==> src/rlepd_pkg.sv <==
// Shared types and constants for the radar run-length packet decoder.
package rlepd_pkg;

    localparam logic [15:0] CODE_RADIAL   = 16'hAF1F;
    localparam logic [15:0] CODE_RASTER_A = 16'hBA0F;
    localparam logic [15:0] CODE_RASTER_B = 16'hBA07;

    localparam logic [3:0] RADIAL_HDR_LEN   = 4'd7;
    localparam logic [3:0] RADIAL_COUNT_POS = 4'd6;
    localparam logic [3:0] RASTER_HDR_LEN   = 4'd11;
    localparam logic [3:0] RASTER_COUNT_POS = 4'd9;

    // floor(x/10) = (x * 0xCCCD) >> 19 for any 16-bit x
    localparam logic [15:0] RECIP_TEN       = 16'hCCCD;
    localparam int          RECIP_TEN_SHIFT = 19;
    // floor(q/360) = (q * 5826) >> 21 for q below 6554
    localparam logic [12:0] RECIP_CIRCLE       = 13'd5826;
    localparam int          RECIP_CIRCLE_SHIFT = 21;
    localparam logic [12:0] FULL_CIRCLE        = 13'd360;

    typedef enum logic [3:0] {
        ST_IDLE = 4'b0001,
        ST_HDR  = 4'b0010,
        ST_LHDR = 4'b0100,
        ST_DATA = 4'b1000
    } t_front_state;

    // One run halfword, bytes already in expansion order.
    typedef struct packed {
        logic [7:0]  byte0;
        logic [7:0]  byte1;
        logic [15:0] line_index;
        logic        is_raster;
        logic        first;
        logic        done;
    } t_entry;

    typedef struct packed {
        logic   push;
        t_entry entry;
    } t_push;

endpackage

==> src/rlepd_front.sv <==
// Front end: packet, header and line parsing; queues run halfwords.
module rlepd_front (
    input  logic                  i_clk,
    input  logic                  i_rst_n,
    input  logic                  i_cfg_we,
    input  logic                  i_cfg_wdata,
    input  logic                  s_axis_tvalid,
    output logic                  s_axis_tready,
    input  logic [15:0]           s_axis_tdata,   // [15:0] word
    input  logic                  i_q_full,
    output rlepd_pkg::t_push      o_push
);
    import rlepd_pkg::*;

    t_front_state r_state, n_state;
    logic [3:0]   r_hpos, n_hpos;
    logic [15:0]  r_lines, n_lines;
    logic [15:0]  r_words, n_words;
    logic [15:0]  r_cur, n_cur;
    logic         r_raster, n_raster;
    logic         r_started, n_started;
    logic         r_low_byte_first;
    logic [1:0]   r_ang_cnt, n_ang_cnt;
    logic [12:0]  r_quot;
    logic [4:0]   r_div;

    logic         w_accept;
    logic         w_finish;
    logic [15:0]  w_lines_dec;
    logic [15:0]  w_words_dec;
    logic [16:0]  w_bytes_inc;
    logic [15:0]  w_half;
    logic [31:0]  w_quot_prod;
    logic [25:0]  w_div_prod;
    logic [12:0]  w_rem;
    logic [7:0]   w_byte0;
    logic [7:0]   w_byte1;
    logic         w_any_span;

    assign s_axis_tready = !i_q_full && (r_ang_cnt == 2'd0);
    assign w_accept      = s_axis_tvalid && s_axis_tready;

    assign w_lines_dec = r_lines - 16'd1;
    assign w_words_dec = r_words - 16'd1;
    assign w_bytes_inc = {1'b0, s_axis_tdata} + 17'd1;
    assign w_half      = w_bytes_inc[16:1];

    // start angle -> (angle / 10) mod 360, one multiply per cycle
    assign w_quot_prod = s_axis_tdata * RECIP_TEN;
    assign w_div_prod  = r_quot * RECIP_CIRCLE;
    assign w_rem       = r_quot - 13'({8'd0, r_div} * FULL_CIRCLE);

    assign w_byte0    = r_low_byte_first ? s_axis_tdata[7:0]  : s_axis_tdata[15:8];
    assign w_byte1    = r_low_byte_first ? s_axis_tdata[15:8] : s_axis_tdata[7:0];
    assign w_any_span = (s_axis_tdata[15:12] != 4'd0) || (s_axis_tdata[7:4] != 4'd0);

    always_comb begin
        n_state   = r_state;
        n_hpos    = r_hpos;
        n_lines   = r_lines;
        n_words   = r_words;
        n_cur     = r_cur;
        n_raster  = r_raster;
        n_started = r_started;
        n_ang_cnt = (r_ang_cnt != 2'd0) ? r_ang_cnt - 2'd1 : 2'd0;
        w_finish  = 1'b0;

        o_push.push             = 1'b0;
        o_push.entry.byte0      = w_byte0;
        o_push.entry.byte1      = w_byte1;
        o_push.entry.line_index = r_cur;
        o_push.entry.is_raster  = r_raster;
        o_push.entry.first      = !r_started;
        o_push.entry.done       = 1'b0;

        if (r_ang_cnt == 2'd1) begin
            n_cur = {3'd0, w_rem};
        end

        if (w_accept) begin
            case (r_state)
                ST_IDLE: begin
                    if (s_axis_tdata == CODE_RADIAL ||
                        s_axis_tdata == CODE_RASTER_A ||
                        s_axis_tdata == CODE_RASTER_B) begin
                        n_raster  = (s_axis_tdata != CODE_RADIAL);
                        n_state   = ST_HDR;
                        n_hpos    = 4'd1;
                        n_lines   = 16'd0;
                        n_cur     = 16'd0;
                        n_started = 1'b0;
                    end
                end
                ST_HDR: begin
                    if (r_hpos == (r_raster ? RASTER_COUNT_POS : RADIAL_COUNT_POS)) begin
                        n_lines = s_axis_tdata;
                    end
                    n_hpos = r_hpos + 4'd1;
                    if (n_hpos >= (r_raster ? RASTER_HDR_LEN : RADIAL_HDR_LEN)) begin
                        n_hpos  = 4'd0;
                        n_cur   = 16'd0;
                        n_state = (n_lines == 16'd0) ? ST_IDLE : ST_LHDR;
                    end
                end
                ST_LHDR: begin
                    n_started = 1'b0;
                    if (r_raster) begin
                        n_words = w_half;
                        if (w_half == 16'd0) begin
                            w_finish = 1'b1;
                        end else begin
                            n_state = ST_DATA;
                        end
                    end else begin
                        case (r_hpos)
                            4'd0: begin
                                n_words = s_axis_tdata;
                                n_hpos  = 4'd1;
                            end
                            4'd1: begin
                                n_ang_cnt = 2'd2;
                                n_hpos    = 4'd2;
                            end
                            default: begin
                                n_hpos = 4'd0;
                                if (r_words == 16'd0) begin
                                    w_finish = 1'b1;
                                end else begin
                                    n_state = ST_DATA;
                                end
                            end
                        endcase
                    end
                end
                ST_DATA: begin
                    o_push.push = w_any_span;
                    if (w_any_span) begin
                        n_started = 1'b1;
                    end
                    n_words = w_words_dec;
                    if (w_words_dec == 16'd0) begin
                        w_finish = 1'b1;
                        o_push.entry.done = (w_lines_dec == 16'd0);
                    end
                end
                default: begin
                    n_state = ST_IDLE;
                end
            endcase

            if (w_finish) begin
                n_lines = w_lines_dec;
                if (r_raster) begin
                    n_cur = r_cur + 16'd1;
                end
                n_hpos  = 4'd0;
                n_state = (w_lines_dec == 16'd0) ? ST_IDLE : ST_LHDR;
            end
        end
    end

    always_ff @(posedge i_clk) begin
        if (!i_rst_n) begin
            r_state          <= ST_IDLE;
            r_hpos           <= 4'd0;
            r_lines          <= 16'd0;
            r_words          <= 16'd0;
            r_cur            <= 16'd0;
            r_raster         <= 1'b0;
            r_started        <= 1'b0;
            r_low_byte_first <= 1'b1;
            r_ang_cnt        <= 2'd0;
        end else begin
            r_state   <= n_state;
            r_hpos    <= n_hpos;
            r_lines   <= n_lines;
            r_words   <= n_words;
            r_cur     <= n_cur;
            r_raster  <= n_raster;
            r_started <= n_started;
            r_ang_cnt <= n_ang_cnt;
            if (i_cfg_we) begin
                r_low_byte_first <= i_cfg_wdata;
            end
        end
    end

    always_ff @(posedge i_clk) begin
        if (w_accept && r_state == ST_LHDR && !r_raster && r_hpos == 4'd1) begin
            r_quot <= w_quot_prod[RECIP_TEN_SHIFT +: 13];
        end
        r_div <= w_div_prod[RECIP_CIRCLE_SHIFT +: 5];
    end

endmodule

==> src/rlepd_queue.sv <==
// Small register queue between the parser and the run expander.
module rlepd_queue #(
    parameter int DEPTH = 4
) (
    input  logic                  i_clk,
    input  logic                  i_rst_n,
    input  rlepd_pkg::t_push      i_push,
    output logic                  o_full,
    output logic                  o_valid,
    output rlepd_pkg::t_entry     o_entry,
    input  logic                  i_pop
);
    import rlepd_pkg::*;

    localparam int AW = (DEPTH > 1) ? $clog2(DEPTH) : 1;

    t_entry          r_mem [DEPTH];
    logic [AW-1:0]   r_wr_ptr, r_rd_ptr;
    logic [AW:0]     r_count;
    logic            w_wr;
    logic            w_rd;

    assign o_full  = (r_count == (AW+1)'(DEPTH));
    assign o_valid = (r_count != '0);
    assign o_entry = r_mem[r_rd_ptr];
    assign w_wr    = i_push.push && !o_full;
    assign w_rd    = i_pop && o_valid;

    always_ff @(posedge i_clk) begin
        if (!i_rst_n) begin
            r_wr_ptr <= '0;
            r_rd_ptr <= '0;
            r_count  <= '0;
        end else begin
            if (w_wr) begin
                r_wr_ptr <= (r_wr_ptr == AW'(DEPTH - 1)) ? '0 : r_wr_ptr + AW'(1);
            end
            if (w_rd) begin
                r_rd_ptr <= (r_rd_ptr == AW'(DEPTH - 1)) ? '0 : r_rd_ptr + AW'(1);
            end
            if (w_wr && !w_rd) begin
                r_count <= r_count + (AW+1)'(1);
            end else if (w_rd && !w_wr) begin
                r_count <= r_count - (AW+1)'(1);
            end
        end
    end

    always_ff @(posedge i_clk) begin
        if (w_wr) begin
            r_mem[r_wr_ptr] <= i_push.entry;
        end
    end

endmodule

==> src/rlepd_back.sv <==
// Back end: expands each queued run halfword into colors, one per cycle while m_axis_tready does not hold the output.
module rlepd_back (
    input  logic                  i_clk,
    input  logic                  i_rst_n,
    input  logic                  i_q_valid,
    input  rlepd_pkg::t_entry     i_entry,
    output logic                  o_pop,
    output logic                  m_axis_tvalid,
    input  logic                  m_axis_tready,
    output logic [23:0]           m_axis_tdata,   // [3:0] color, [19:4] line_index, pad
    output logic [2:0]            m_axis_tuser,   // [0] is_raster, [1] line_start, [2] packet_done
    output logic                  m_axis_tlast
);
    import rlepd_pkg::*;

    logic         r_busy, n_busy;
    logic         r_sel, n_sel;
    logic [3:0]   r_cnt, n_cnt;
    logic         r_emitted, n_emitted;
    t_entry       r_ent;

    logic         r_ovalid;
    logic [3:0]   r_color;
    logic [15:0]  r_line;
    logic         r_oraster, r_ostart, r_odone, r_olast;

    logic         w_can_emit;
    logic         w_emit;
    logic         w_load;
    logic [3:0]   w_span1;
    logic         w_last;

    assign w_span1    = r_ent.byte1[7:4];
    assign w_can_emit = !r_ovalid || m_axis_tready;
    assign w_emit     = r_busy && (r_cnt != 4'd0) && w_can_emit;
    assign w_load     = !r_busy && i_q_valid;
    assign o_pop      = w_load;
    assign w_last     = (r_cnt == 4'd1) && (r_sel || w_span1 == 4'd0);

    always_comb begin
        n_busy    = r_busy;
        n_sel     = r_sel;
        n_cnt     = r_cnt;
        n_emitted = r_emitted;
        if (w_load) begin
            n_busy    = 1'b1;
            n_sel     = 1'b0;
            n_cnt     = i_entry.byte0[7:4];
            n_emitted = 1'b0;
        end else if (r_busy && r_cnt == 4'd0) begin
            // first byte had zero span
            if (r_sel) begin
                n_busy = 1'b0;
            end else begin
                n_sel = 1'b1;
                n_cnt = w_span1;
            end
        end else if (w_emit) begin
            n_emitted = 1'b1;
            if (r_cnt == 4'd1) begin
                if (!r_sel && w_span1 != 4'd0) begin
                    n_sel = 1'b1;
                    n_cnt = w_span1;
                end else begin
                    n_busy = 1'b0;
                    n_cnt  = 4'd0;
                end
            end else begin
                n_cnt = r_cnt - 4'd1;
            end
        end
    end

    always_ff @(posedge i_clk) begin
        if (!i_rst_n) begin
            r_busy    <= 1'b0;
            r_sel     <= 1'b0;
            r_cnt     <= 4'd0;
            r_emitted <= 1'b0;
            r_ovalid  <= 1'b0;
        end else begin
            r_busy    <= n_busy;
            r_sel     <= n_sel;
            r_cnt     <= n_cnt;
            r_emitted <= n_emitted;
            if (w_emit) begin
                r_ovalid <= 1'b1;
            end else if (m_axis_tready) begin
                r_ovalid <= 1'b0;
            end
        end
    end

    always_ff @(posedge i_clk) begin
        if (w_load) begin
            r_ent <= i_entry;
        end
        if (w_emit) begin
            r_color   <= r_sel ? r_ent.byte1[3:0] : r_ent.byte0[3:0];
            r_line    <= r_ent.line_index;
            r_oraster <= r_ent.is_raster;
            r_ostart  <= r_ent.first && !r_emitted;
            r_odone   <= r_ent.done;
            r_olast   <= w_last;
        end
    end

    assign m_axis_tvalid = r_ovalid;
    assign m_axis_tdata  = {4'd0, r_line, r_color};
    assign m_axis_tuser  = {r_odone, r_ostart, r_oraster};
    assign m_axis_tlast  = r_olast;

endmodule

==> src/radar_rle_packet_decoder.sv <==
// Top level of the radar run-length packet decoder.
// Usage:
//   s_axis carries packet halfwords (first file byte in bits 15..8), one request
//   per halfword. m_axis carries expanded colors; tlast marks the final color
//   produced by one input halfword, tuser holds is_raster, line_start and
//   packet_done. i_cfg_we/i_cfg_wdata write low_byte_first while idle.
// Flow:
//   After the radial start angle is accepted, s_axis_tready is held low while
//   (angle/10) mod 360 is worked out by multiplies through r_quot and r_div.
//   A run halfword passes from the parser into the queue; the expander then
//   loads it, emits its colors in turn and takes an extra step when the first
//   expanded byte has a zero span. It loads the next halfword only once it is
//   done with the last, so the expander sets the throughput. With the expander
//   idle, the queue, the expander's entry register and the output register
//   lie between an accepted halfword and its first color.
//   Halfwords that produce no color are dropped by the parser.
// Reset: synchronous, active low; parser returns to idle, queue empties,
//   low_byte_first goes to 1.
// Stall: the output register holds while m_axis_tready is low; the queue
//   fills, then s_axis_tready drops.
module radar_rle_packet_decoder #(
    parameter int QUEUE_DEPTH = 4
) (
    input  logic         i_clk,
    input  logic         i_rst_n,
    input  logic         i_cfg_we,
    input  logic         i_cfg_wdata,
    input  logic         s_axis_tvalid,
    output logic         s_axis_tready,
    input  logic [15:0]  s_axis_tdata,   // [15:0] word
    output logic         m_axis_tvalid,
    input  logic         m_axis_tready,
    output logic [23:0]  m_axis_tdata,   // [3:0] color, [19:4] line_index, pad
    output logic [2:0]   m_axis_tuser,   // [0] is_raster, [1] line_start, [2] packet_done
    output logic         m_axis_tlast
);
    import rlepd_pkg::*;

    t_push   w_push;
    t_entry  w_q_entry;
    logic    w_q_full;
    logic    w_q_valid;
    logic    w_pop;

    rlepd_front u_front (
        .i_clk         (i_clk),
        .i_rst_n       (i_rst_n),
        .i_cfg_we      (i_cfg_we),
        .i_cfg_wdata   (i_cfg_wdata),
        .s_axis_tvalid (s_axis_tvalid),
        .s_axis_tready (s_axis_tready),
        .s_axis_tdata  (s_axis_tdata),
        .i_q_full      (w_q_full),
        .o_push        (w_push)
    );

    rlepd_queue #(
        .DEPTH (QUEUE_DEPTH)
    ) u_queue (
        .i_clk   (i_clk),
        .i_rst_n (i_rst_n),
        .i_push  (w_push),
        .o_full  (w_q_full),
        .o_valid (w_q_valid),
        .o_entry (w_q_entry),
        .i_pop   (w_pop)
    );

    rlepd_back u_back (
        .i_clk         (i_clk),
        .i_rst_n       (i_rst_n),
        .i_q_valid     (w_q_valid),
        .i_entry       (w_q_entry),
        .o_pop         (w_pop),
        .m_axis_tvalid (m_axis_tvalid),
        .m_axis_tready (m_axis_tready),
        .m_axis_tdata  (m_axis_tdata),
        .m_axis_tuser  (m_axis_tuser),
        .m_axis_tlast  (m_axis_tlast)
    );

`ifndef SYNTHESIS
    a_no_push_when_full: assert property (@(posedge i_clk) disable iff (!i_rst_n)
        !(w_push.push && w_q_full))
        else $error("run halfword pushed into a full queue");

    a_push_needs_accept: assert property (@(posedge i_clk) disable iff (!i_rst_n)
        w_push.push |-> (s_axis_tvalid && s_axis_tready))
        else $error("queue push without an accepted halfword");

    a_pop_needs_data: assert property (@(posedge i_clk) disable iff (!i_rst_n)
        w_pop |-> w_q_valid)
        else $error("pop from an empty queue");

    a_push_fills: assert property (@(posedge i_clk) disable iff (!i_rst_n)
        w_push.push |=> w_q_valid)
        else $error("queue empty right after a push");
`endif

endmodule
==> config.mk <==
export PLATFORM = sky130hd
export DESIGN_NAME = radar_rle_packet_decoder
export DESIGN_NICKNAME = d
export VERILOG_FILES = /design/src/rlepd_pkg.sv /design/src/rlepd_front.sv /design/src/rlepd_queue.sv /design/src/rlepd_back.sv /design/src/radar_rle_packet_decoder.sv
export SDC_FILE = /design/constraint.sdc
export NUM_CORES = 1
export LEC_CHECK = 0
export ABC_AREA = 1
export BUFFER_PORTS_ARGS = -buffer_cell sky130_fd_sc_hd__buf_2
export CAP_MARGIN = 15
export CORE_MARGIN = 5
export CORE_UTILIZATION = 60
export CTS_CLUSTER_SIZE = 12
export DETAILED_ROUTE_END_ITERATION = 10
export PLACE_DENSITY = 0.77
export SLEW_MARGIN = 30
export SYNTH_ARGS = -nofsm -noshare
export SYNTH_HDL_FRONTEND = slang
export SYNTH_SLANG_ARGS = --single-unit
==> constraint.sdc <==
create_clock -name i_clk -period 7.3 [get_ports i_clk]
set_input_delay 1.46 -clock i_clk [delete_from_list [all_inputs] [get_ports i_clk]]
set_output_delay 1.46 -clock i_clk [all_outputs]
set_load 0.05 [all_outputs]
==> results.md, run 1 <==
* Die height at 201 µm
* Cell variety after synth at 55
* Crit-path cells: buf_2, inv_1, ha_1, inv_1, fa_1, fa_1, fa_1, inv_1, fa_1, inv_1, fa_1, inv_1, ha_1, a21oi_1, o21ai_0, nor2_1, nor2_1, a2111oi_0, nand2_1, nand2_1, nand2_1
* CTS root buf: clkbuf_16
* Initial Utilization at 60.4%
* Gate power share at 56.6%
* Final net count at 2931
* Sequential area share after synthesis at 36.0%
* Initial antenna violation count at 0
* Post-route cell area at 0.0238 mm²
* VDD IR max at 0.497 mV
* Placer congestion estimate at roughly 0.97
* Remaining DRCs at 0
* Async SR Flop Fraction at 0%
* CTS Sinks at 291
* Die ar. at between 0.04 and 0.05 mm²
* Sw frac at 46.3%
* Avg Cell Area, Syn at 8.85 µm²
* WP buf/inv at 6
* Clock Latency Late Sink at 0.59 ns
* Total GRT Usage at 26.0%
* Final WS setup at 0.865 ns
* Synth Instances at 2481
* RSZ-0062 raised after global routing: false
* Final setup fails at 0
* I/O Buffers at 47
* Fmax at 155 MHz
* Post-CTS resize count at 0
* Max Slew Vio Count at 0
* Wire per inst at 17.7 µm
* FF-to-FF Start: u_front.r_quot[4]$_DFFE_PP_
* Clock skew at 0.0368 ns
* Setup TNS at 0 ns
* Slowest CP cell: fa_1
* FF-to-FF setup slack at 2.84 ns
* Diodes inserted at 0
* 1st-iter DRT viols at 1337
* Die X at 201 µm
* Dpl ws at ~0.35 ns
* Fin cells at 3021
* Post-synth EDFFs at between 200 and 250
* Core Util, Final at 65.4%
* Vias at around 17000
* Layout cells sized above 1 at between 6 and 7%
* Least-Margin Pin Slew at 0.912 ns
* Fillcell total at 2883
* Grt total ovfl at 0
* Tot Pwr at 8.98 mW
* Final Critical Period at 6.43 ns
* CTS H-tree depth at 1
* Hold Buf Count CTS at 0
* Mapped Area at 0.0220 mm²
* Final HPWL DP at 40800 µm
* Initial DRT Pass Iterations at 6
* Area growth syn-to-layout at 8.31%
* Total core area at 0.0363 mm²
* Crit path launch type: input pin
* Hold/Removal Path Class: flip-flop to flip-flop
* Worst r2r dst: u_front.r_div[3]$_DFF_P_
* Worst path max stage delay at 0.58 ns
* R2R depth at 14
* Power density cells at 378 mW/mm²
* Worst Path Arrival at between 6 and 7 ns
* Leakage dissipation at 11.2 nW
* Post-CTS Setup Bufs at 0
* Worst path depth at 21
* Worst setup endpoint: u_front.r_quot[11]$_DFFE_PP_
* Vias per inst at 5.69
* CP required at 7.63 ns
* Net switching power at 4.16 mW
* CTS Buf Count at 31
* Synthesized flop and latch total at 291
* Max cap viols at 0
* Largest fanout on the critical path at 8
* Int Pwr at 4.82 mW
* ANT nets after route at 0
* Tcrit/Tclk final at 88.1%
* Rows at 70
* CTS tree: done
* Clock power share at between 15 and 20%
* Status: completed
* Sequential Power Share at 26.0%
* Crit end category: flip-flop
* Vias in the first global route at 17200
* Final hold violation count at 0
* Largest net degree at the start of global routing at 73
* Synth warnings at 0
* Boundary Pins at 52
* Clock slew at reported path FFs at 0.07 ns
* First-pass GRT wire length at 86700 µm
* Slew HR at 39.1%
* Synth Flop Type: edfxtp_1
* CP startpoint: s_axis_tdata[5]
* Clock Tree Buf Depth at 3
* CP Class: input pin to flip-flop
* Worst Hold Margin at 0.419 ns
* Placed Cells at between 2000 and 3000
* Crit path max-delay family: adder cells
* Post-Route WL at 53600 µm
* Dpl cell area at about 0.023 mm²
==> Yosys cell counts, drive strengths merged, types with 3 or more instances <==
cell | instances | area [µm²]
a211oi | 5 | 37.5
a21o | 3 | 22.5
a21oi | 115 | 576
a221oi | 5 | 43.8
a31oi | 21 | 138
buf | 21 | 133
clkbuf | 43 | 161
clkinv | 3 | 11.3
dfxtp | 83 | 1660
edfxtp | 208 | 6250
fa | 121 | 2420
ha | 259 | 3240
inv | 409 | 1540
nand2 | 419 | 1610
nand3 | 117 | 611
nand3b | 8 | 60.1
nand4 | 32 | 200
nor2 | 249 | 982
nor3 | 23 | 131
nor4 | 6 | 37.5
o211ai | 11 | 82.6
o21a | 6 | 45.0
o21ai | 173 | 866
o221ai | 5 | 43.8
o22ai | 47 | 294
o31ai | 3 | 22.5
or2 | 4 | 25.0
xnor2 | 18 | 158
xor2 | 48 | 420
==> cell families (layout without fill, tap and decap cells) <==
group | Yosys count | count (layout) | synth area share (%)
and+or+nand+nor | 859 | 859 | 16.7
buffers and inverters | 476 | 545 | 8.40
AOI/OAI and AO/OA | 406 | 406 | 10.4
adders and majority gates | 380 | 380 | 25.8
DFF | 291 | 291 | 36.0
xor gates and xnor gates | 66 | 66 | 2.63
muxes | 2 | 2 | 0.0912
other | 1 | 4 | 0.0171
==> metal layers <==
| metal | GRT usage [%] | up-vias | part of all wire (%) | wire length [µm] |
|---|---|---|---|---|
| met4 | 8.33 | 0 | 3.2 | 1740 |
| met5 | 0 | - | 0 | 0 |
| met2 | 45.0 | 594 | 49 | 26100 |
| li1 | - | 8339 | - | - |
| met1 | 34.5 | 8134 | 42 | 22400 |
| met3 | 3.13 | 115 | 6.3 | 3370 |
==> power by group through the flow <==
stage          combinational (mW)  clock [mW]  sequential, mW
2_1_floorplan                3.70           0            2.46
3_3_place_gp                 4.94           0            2.36
3_5_place_dp                 5.02           0            2.37
4_1_cts                      5.08        1.57            2.34
5_1_grt                      5.75        1.65            2.37
6_report                     5.09        1.55            2.34
==> cell usage in the layout, fill, tap and decap left out, drive strengths merged, types with 5 or more instances in the layout <==
master and instances:
xnor2 18, nand4 32, nand3b 8, ha 259, a221oi 5, clkbuf 49
xor2 48, nor4 6, buf 76, o21a 6, edfxtp 208, o22ai 47
inv 410, nand3 117, o221ai 5, o21ai 173, a31oi 21, nor3 23
a21oi 115, dfxtp 83, nor2 249, nand2 419, a211oi 5, fa 121
o211ai 11
==> worst register-to-register path, stage by stage (launching register included) <==
cell and delay (ns):
edfxtp_1 0.54, ha_1 0.39, inv_1 0.07, fa_1 0.53, inv_1 0.06, fa_1 0.50, fa_1 0.52, fa_1 0.49
ha_1 0.34, nand4_1 0.09, or2_2 0.28, o221ai_1 0.27, nand3_1 0.14, nand3_1 0.10, nand2_1 0.05
==> worst min-delay path by stage <==
| stage | startpoint | depth (start not counted) | to |
|---|---|---|---|
| after global routing | u_back.r_ent[15]$_DFFE_PP_ | 0 | u_back.r_line[12]$_DFFE_PP_ |
| after floorplan | u_back.r_ent[3]$_DFFE_PP_ | 0 | u_back.r_line[0]$_DFFE_PP_ |
| after CTS | u_back.r_ent[5]$_DFFE_PP_ | 0 | u_back.r_line[2]$_DFFE_PP_ |
| after global placement | u_back.r_ent[11]$_DFFE_PP_ | 0 | u_back.r_line[8]$_DFFE_PP_ |
| final | u_back.r_ent[5]$_DFFE_PP_ | 0 | u_back.r_line[2]$_DFFE_PP_ |
| after detailed placement | u_back.r_ent[5]$_DFFE_PP_ | 0 | u_back.r_line[2]$_DFFE_PP_ |
==> area by class of cell <==
type / instances / area [µm²] / area share [%]
Clock inverter: 8 / 141 / 0.594
Inverter: 412 / 1550 / 6.52
Clock buffer: 49 / 873 / 3.67
Sequential cell: 291 / 7910 / 33.3
Timing Repair Buffer: 76 / 455 / 1.91
Tap cell: 468 / 586 / 2.46
Multi-Input combinational cell: 1717 / 12300 / 51.6
==> state kept, by name, indices dropped and copies added (netlist names), 3 cells and up, named ones only <==
signal           flops
u_front.r_hpos       4
u_back.r_cnt         4
u_front.r_quot      13
u_front.r_words     16
u_front.r_cur       16
u_front.r_lines     16
u_front.r_div        5
u_back.r_color       4
u_back.r_line       16
u_queue.r_mem      140
u_queue.r_count      3
u_back.r_ent        31
u_front.r_state      4
Power figures use the tool's default switching activity.
==> run 2: changes to the inputs <==
--- a/config.mk
+++ b/config.mk
@@ -12,6 +12,7 @@
 export CORE_UTILIZATION = 60
 export CTS_CLUSTER_SIZE = 12
 export DETAILED_ROUTE_END_ITERATION = 10
+export MAX_ROUTING_LAYER = met4
 export PLACE_DENSITY = 0.77
 export SLEW_MARGIN = 30
 export SYNTH_ARGS = -nofsm -noshare
==> run 2 against run 1 <==
Net effect:
- sequential share of layout area is 0.072 points lower
- global-route usage is 1.9 points higher
- register-to-register slack worse by 0.03 ns
- total power rose by 0.94%
- cell count rose by 0.20%
- setup slack improved by 0.14 ns
- cell area grew 0.23%
- wire length grew 2.8%
- flip-flop and latch count stayed put
- die area stayed put
- worst hold slack got worse by 0.0017 ns
- clock-buffer cell count rose by 4
==> results.md, run 2 (same netlist as run 1, synthesis figures left out) <==
* Status: completed
* Initial antenna violation count at 0
* Post-Route WL at 55100 µm
* Clock skew at 0.0269 ns
* Clock slew at reported path FFs at around 0.06 ns
* Hold/Removal Path Class: flip-flop to flip-flop
* Most frequent cells in the layout: nand2_1, inv_1, ha_1
* Initial Utilization at roughly three fifths
* Final hold violation count at 0
* Diodes inserted at 0
* Largest fanout on the critical path at 5
* Remaining DRCs at 0
* Total core area at 0.0363 mm²
* Clock Latency Late Sink at 0.54 ns
* Post-route cell area at between 0.02 and 0.025 mm²
* Final HPWL DP at ~42000 µm
* ANT nets after route at 0
* Leakage dissipation at 11.2 nW
* Final net count at roughly 2900
* Initial DRT Pass Iterations at 6
* Die ar. at 0.0405 mm²
* Setup TNS at 0 ns
* CP Class: input pin to flip-flop
* Die height at 201 µm
* Final WS setup at roughly 1 ns
* Layout cells sized above 1 at under 10%
* Post-CTS resize count at 0
* CTS Buf Count at 34
* CTS root buf: clkbuf_16
* CTS tree: done
* Area growth syn-to-layout at 8.56%
* Worst Path Arrival at 6.60 ns
* Slew HR at 30.0%
* Clock power share at 18.0%
* Largest net degree at the start of global routing at 73
* Crit path launch type: input pin
* Wire per inst at 18.2 µm
* Tot Pwr at roughly 9.1 mW
* Max reg flops at 140
* Boundary Pins at 52
* Final setup fails at 0
* Clock Tree Buf Depth at 3
* Die X at roughly 200 µm
* Gate power share at between 50% and 60%
* Vias at 17400
* CTS H-tree depth at 2
* Sequential Power Share at 25.8%
* Rows at 70
* Sw frac at ~46%
* Biggest regs: u_queue.r_mem: 140 flops, u_back.r_ent: 31 flops
* Int Pwr at 4.86 mW
* Vias in the first global route at between 15000 and 20000
* Max Slew Vio Count at 0
* Final Critical Period at 6.30 ns
* Vias per inst at 5.73
* Commonest non-fill, non-tap cell in the layout: nand2_1
* RSZ-0062 raised after global routing: false
* CP required at 7.60 ns
* Dpl cell area at 0.0228 mm²
* CTS Sinks at 291
* Power density cells at 380 mW/mm²
* Fmax at 159 MHz
* Net switching power at approximately 4.2 mW
* I/O Buffers at 47
* Max cap viols at 0
* Post-CTS Setup Bufs at 0
* 1st-iter DRT viols at 1286
* Tcrit/Tclk final at 86.3%
* VDD IR max at approximately 0.43 mV
* Grt total ovfl at 0
* Top reg by flops: u_queue.r_mem
* Total GRT Usage at around 28%
* Hold Buf Count CTS at 0
* Dpl ws at approximately 0.52 ns
* Crit end category: flip-flop
* Placer congestion estimate at 1.00
* Least-Margin Pin Slew at 1.05 ns
* First-pass GRT wire length at 89300 µm
[run 2: changes by cell type in the layout (fill, tap and decap cells not counted), sizes merged]
cell,change
clkinv,+4
buf,+1
clkinvlp,-3
inv,+2
clkbuf,+4
bufinv,-2
[run 2: power groups by stage]
stage	Combinational [mW]	Sequential [mW]	Clock (mW)
after floorplan	3.70	2.46	0
after global placement	5.01	2.36	0
after detailed placement	5.06	2.37	0
after CTS	5.11	2.34	1.66
after global routing	5.77	2.36	1.73
final	5.10	2.34	1.63
[run 2: layout make-up]
type | count | area [µm²]
multi-input combinational | 1717 | 12300
fill | 2965 | 12500
sequential | 291 | 7910
tap | 468 | 586
clock buffer | 53 | 973
timing repair buffer | 77 | 460
clock inverter | 9 | 95.1
inverter | 412 | 1550
[run 2: critical path, cell delays in order]
cell and delay [ns]:
buf_2 0.11, inv_1 0.17, ha_1 0.33, fa_1 0.55, fa_1 0.53, fa_1 0.59
inv_1 0.07, fa_1 0.54, inv_1 0.06, fa_1 0.54, inv_1 0.05, ha_1 0.34
a21oi_1 0.20, o21ai_0 0.13, nor2_1 0.20, nor2_1 0.06, a2111oi_0 0.42, nand2_1 0.11
nand2_1 0.08, nand2_1 0.05
[run 2: through the flow]
| step | std cells | utilization (%) | hold slack (ns) |
|---|---|---|---|
| 3_5_place_dp | 2965 | 62.6 | 0.406 |
| 2_1_floorplan | 2484 | - | 0.400 |
| 5_1_grt | 3027 | 65.6 | 0.432 |
| 6_report | 3027 | 65.6 | 0.417 |
| 4_1_cts | 3027 | 65.6 | 0.418 |
| 3_3_place_gp | 2965 | 62.6 | 0.402 |
[run 2: path summary, 6_finish.rpt]
path | startpoint | depth (start not counted) | slack (ns) | to
setup / recovery | s_axis_tdata[8] | 20 | 1.00 | u_front.r_quot[11]$_DFFE_PP_
hold / removal | u_back.r_ent[2]$_DFFE_PP_ | 0 | 0.42 | u_back.r_oraster$_DFFE_PP_
hold reg to reg | u_back.r_ent[2]$_DFFE_PP_ | 0 | 0.42 | u_back.r_oraster$_DFFE_PP_
setup reg to reg | u_front.r_quot[4]$_DFFE_PP_ | 14 | 2.81 | u_front.r_div[3]$_DFF_P_
[run 2: per-layer routing]
layer | up-vias | GRT usage [%] | share of wire (%)
met5 | - | - | 0
met4 | 0 | 9.45 | 3.3
met3 | 119 | 3.84 | 6.0
met2 | 602 | 46.1 | 49
met1 | 8267 | 35.9 | 42
li1 | 8369 | - | -
==> run 3: changes to the inputs <==
--- a/config.mk
+++ b/config.mk
@@ -8,12 +8,13 @@
 export ABC_AREA = 1
 export BUFFER_PORTS_ARGS = -buffer_cell sky130_fd_sc_hd__buf_2
 export CAP_MARGIN = 15
-export CORE_MARGIN = 5
+export CORE_MARGIN = 8
 export CORE_UTILIZATION = 60
 export CTS_CLUSTER_SIZE = 12
 export DETAILED_ROUTE_END_ITERATION = 10
 export MAX_ROUTING_LAYER = met4
 export PLACE_DENSITY = 0.77
+export RECOVER_POWER = 50
 export SLEW_MARGIN = 30
 export SYNTH_ARGS = -nofsm -noshare
 export SYNTH_HDL_FRONTEND = slang
==> run 3 against run 2 <==
Net effect:
- the flow now finishes with violations (max-capacitance violations, max-slew violations)
- wire length decreased by 0.80%
- worst hold slack lost 0.0015 ns
- total power shrank 2.2%
- clock skew grew 0.0099 ns
- sequential power hardly changed
- global-route usage down 2.1 points
- sequential share of layout area rose by 0.24 points
- maximum frequency down 3.5%
- non-clock buffer count fell by 1
- largest cell class unchanged
- die area increased by 6.1%
- combinational power is essentially flat
- clock-buffer cell count decreased by 3
==> results.md, run 3 (same netlist as run 1, synthesis figures left out) <==
* Least-Margin Pin Slew at 2.97 ns
* Slew HR at -97.8%
* Max cap viols at 5
* Power density cells at 375 mW/mm²
* Placed Cells at 2963
* Top reg by flops: u_queue.r_mem
* Setup TNS at 0 ns
* Final setup fails at 0
* Post-CTS resize count at 0
* Final HPWL DP at 41700 µm
* Crit-path cells: clkbuf_1, inv_1, ha_1, fa_1, fa_1, fa_1, inv_1, fa_1, inv_1, fa_1, inv_1, ha_1, a21oi_1, o21ai_0, nor2_1, nor2_1, a2111oi_0, nand2_1, nand2_1, nand2_1
* Crit end category: flip-flop
* Area growth syn-to-layout at 7.76%
* VDD IR max at ~0.46 mV
* Max Slew Vio Count at 244
* Post-Route WL at 54600 µm
* CTS tree: done
* Die height at approximately 210 µm
* Hold Buf Count CTS at 0
* CP dominant cell by count: fa_1
* Tcrit/Tclk final at between 80% and 90%
* Initial DRT Pass Iterations at 6
* Worst Hold Margin at 0.416 ns
* Initial Utilization at 60.4%
* Vias per inst at 5.71
* Final hold violation count at 0
* Slowest CP cell: fa_1
* I/O Buffers at 47
* CTS Buf Count at 30
* Layout cells sized above 1 at 5.09%
* Die X at 207 µm
* ANT nets after route at 0
* Largest net degree at the start of global routing at 73
* Fin cells at roughly 3000
* Clock slew at reported path FFs at 0.06 ns
* Remaining DRCs at 0
* Clock Latency Late Sink at between 0.5 and 0.6 ns
* Die ar. at 0.0430 mm²
* Fmax at 153 MHz
* Leakage dissipation at ~11 nW
* Vias in the first global route at 17100
* CTS Sinks at 291
* Total GRT Usage at about 26%
* Max reg flops at 140
* Wire per inst at 18.1 µm
* Biggest regs: u_queue.r_mem: 140 flops, u_back.r_ent: 31 flops
* Boundary Pins at 52
* Rows at 70
* Dpl cell area at approximately 0.023 mm²
* Grt total ovfl at 0
* Clock Tree Buf Depth at 3
* First-pass GRT wire length at 88300 µm
* Most frequent cells in the layout: nand2_1, inv_1, ha_1
* RSZ-0062 raised after global routing: false
* CP required at 7.64 ns
* CTS H-tree depth at 1
* CTS root buf: clkbuf_16
* Post-CTS Setup Bufs at 0
* Diodes inserted at 0
* Status: finished with violations
* Hold/Removal Path Class: flip-flop to flip-flop
* Failing checks: max-capacitance violations, max-slew violations
* Fillcell total at 2977
* Tot Pwr at 8.87 mW
* Commonest non-fill, non-tap cell in the layout: nand2_1
* Final net count at 2930
* Largest fanout on the critical path at 8
* CP Class: input pin to flip-flop
* Crit path launch type: input pin
* Total core area at 0.0363 mm²
* Worst path max stage delay at 0.58 ns
* Vias at between 15000 and 20000
* Clock skew at 0.0368 ns
* Placer congestion estimate at between 0.9 and 1
* 1st-iter DRT viols at 1217
* Initial antenna violation count at 0
* Worst Path Arrival at 6.86 ns
* Final Critical Period at about 6.5 ns
* Post-route cell area at 0.0237 mm²
==> run 3: worst max-delay path, delay by kind of cell <==
kind | cells | cell delay (ns)
adders and majority gates | 7 | 3.45
buffers and inverters | 5 | 0.69
and+or+nand+nor | 5 | 0.48
AOI/OAI and AO/OA | 3 | 0.75
==> run 3: path summary, 6_finish.rpt <==
path              slack, ns                 startpoint  depth (start not counted)                            to
setup / recovery       0.78            s_axis_tdata[8]                         20  u_front.r_quot[11]$_DFFE_PP_
hold / removal         0.42  u_back.r_ent[4]$_DFFE_PP_                          0    u_back.r_line[1]$_DFFE_PP_
setup reg to reg       2.29                  flip-flop                          5     u_back.r_ent[8]$_DFFE_PP_
hold reg to reg        0.42  u_back.r_ent[4]$_DFFE_PP_                          0    u_back.r_line[1]$_DFFE_PP_
==> run 3: layout make-up <==
class / instances / area, µm² / share of cell area, %
multi-input combinational: 1717 / 12200 / 51.8
timing repair buffer: 76 / 464 / 1.96
tap: 468 / 586 / 2.47
clock buffer: 50 / 846 / 3.57
inverter: 412 / 1550 / 6.56
clock inverter: 6 / 62.6 / 0.264
sequential: 291 / 7910 / 33.4
==> run 3: power by group <==
group | internal [mW] | switching [mW]
combinational | 1.72 | 3.40
sequential | 2.19 | 0.153
clock | 0.791 | 0.610
total | 4.70 | 4.17
==> run 3: layer usage <==
layer	global-route usage, %	vias up	wire length (µm)
met4	8.33	0	1780
met5	-	-	0
met2	43.8	536	26700
met3	2.51	114	2880
met1	32.4	8251	23300
li1	-	8347	-
==> run 3: metrics by stage <==
stage	util, %	setup slack (ns)
after floorplan	-	1.03
after global placement	62.5	0.435
after detailed placement	62.8	0.463
after CTS	65.3	1.04
after global routing	65.1	0.463
final	65.1	0.776
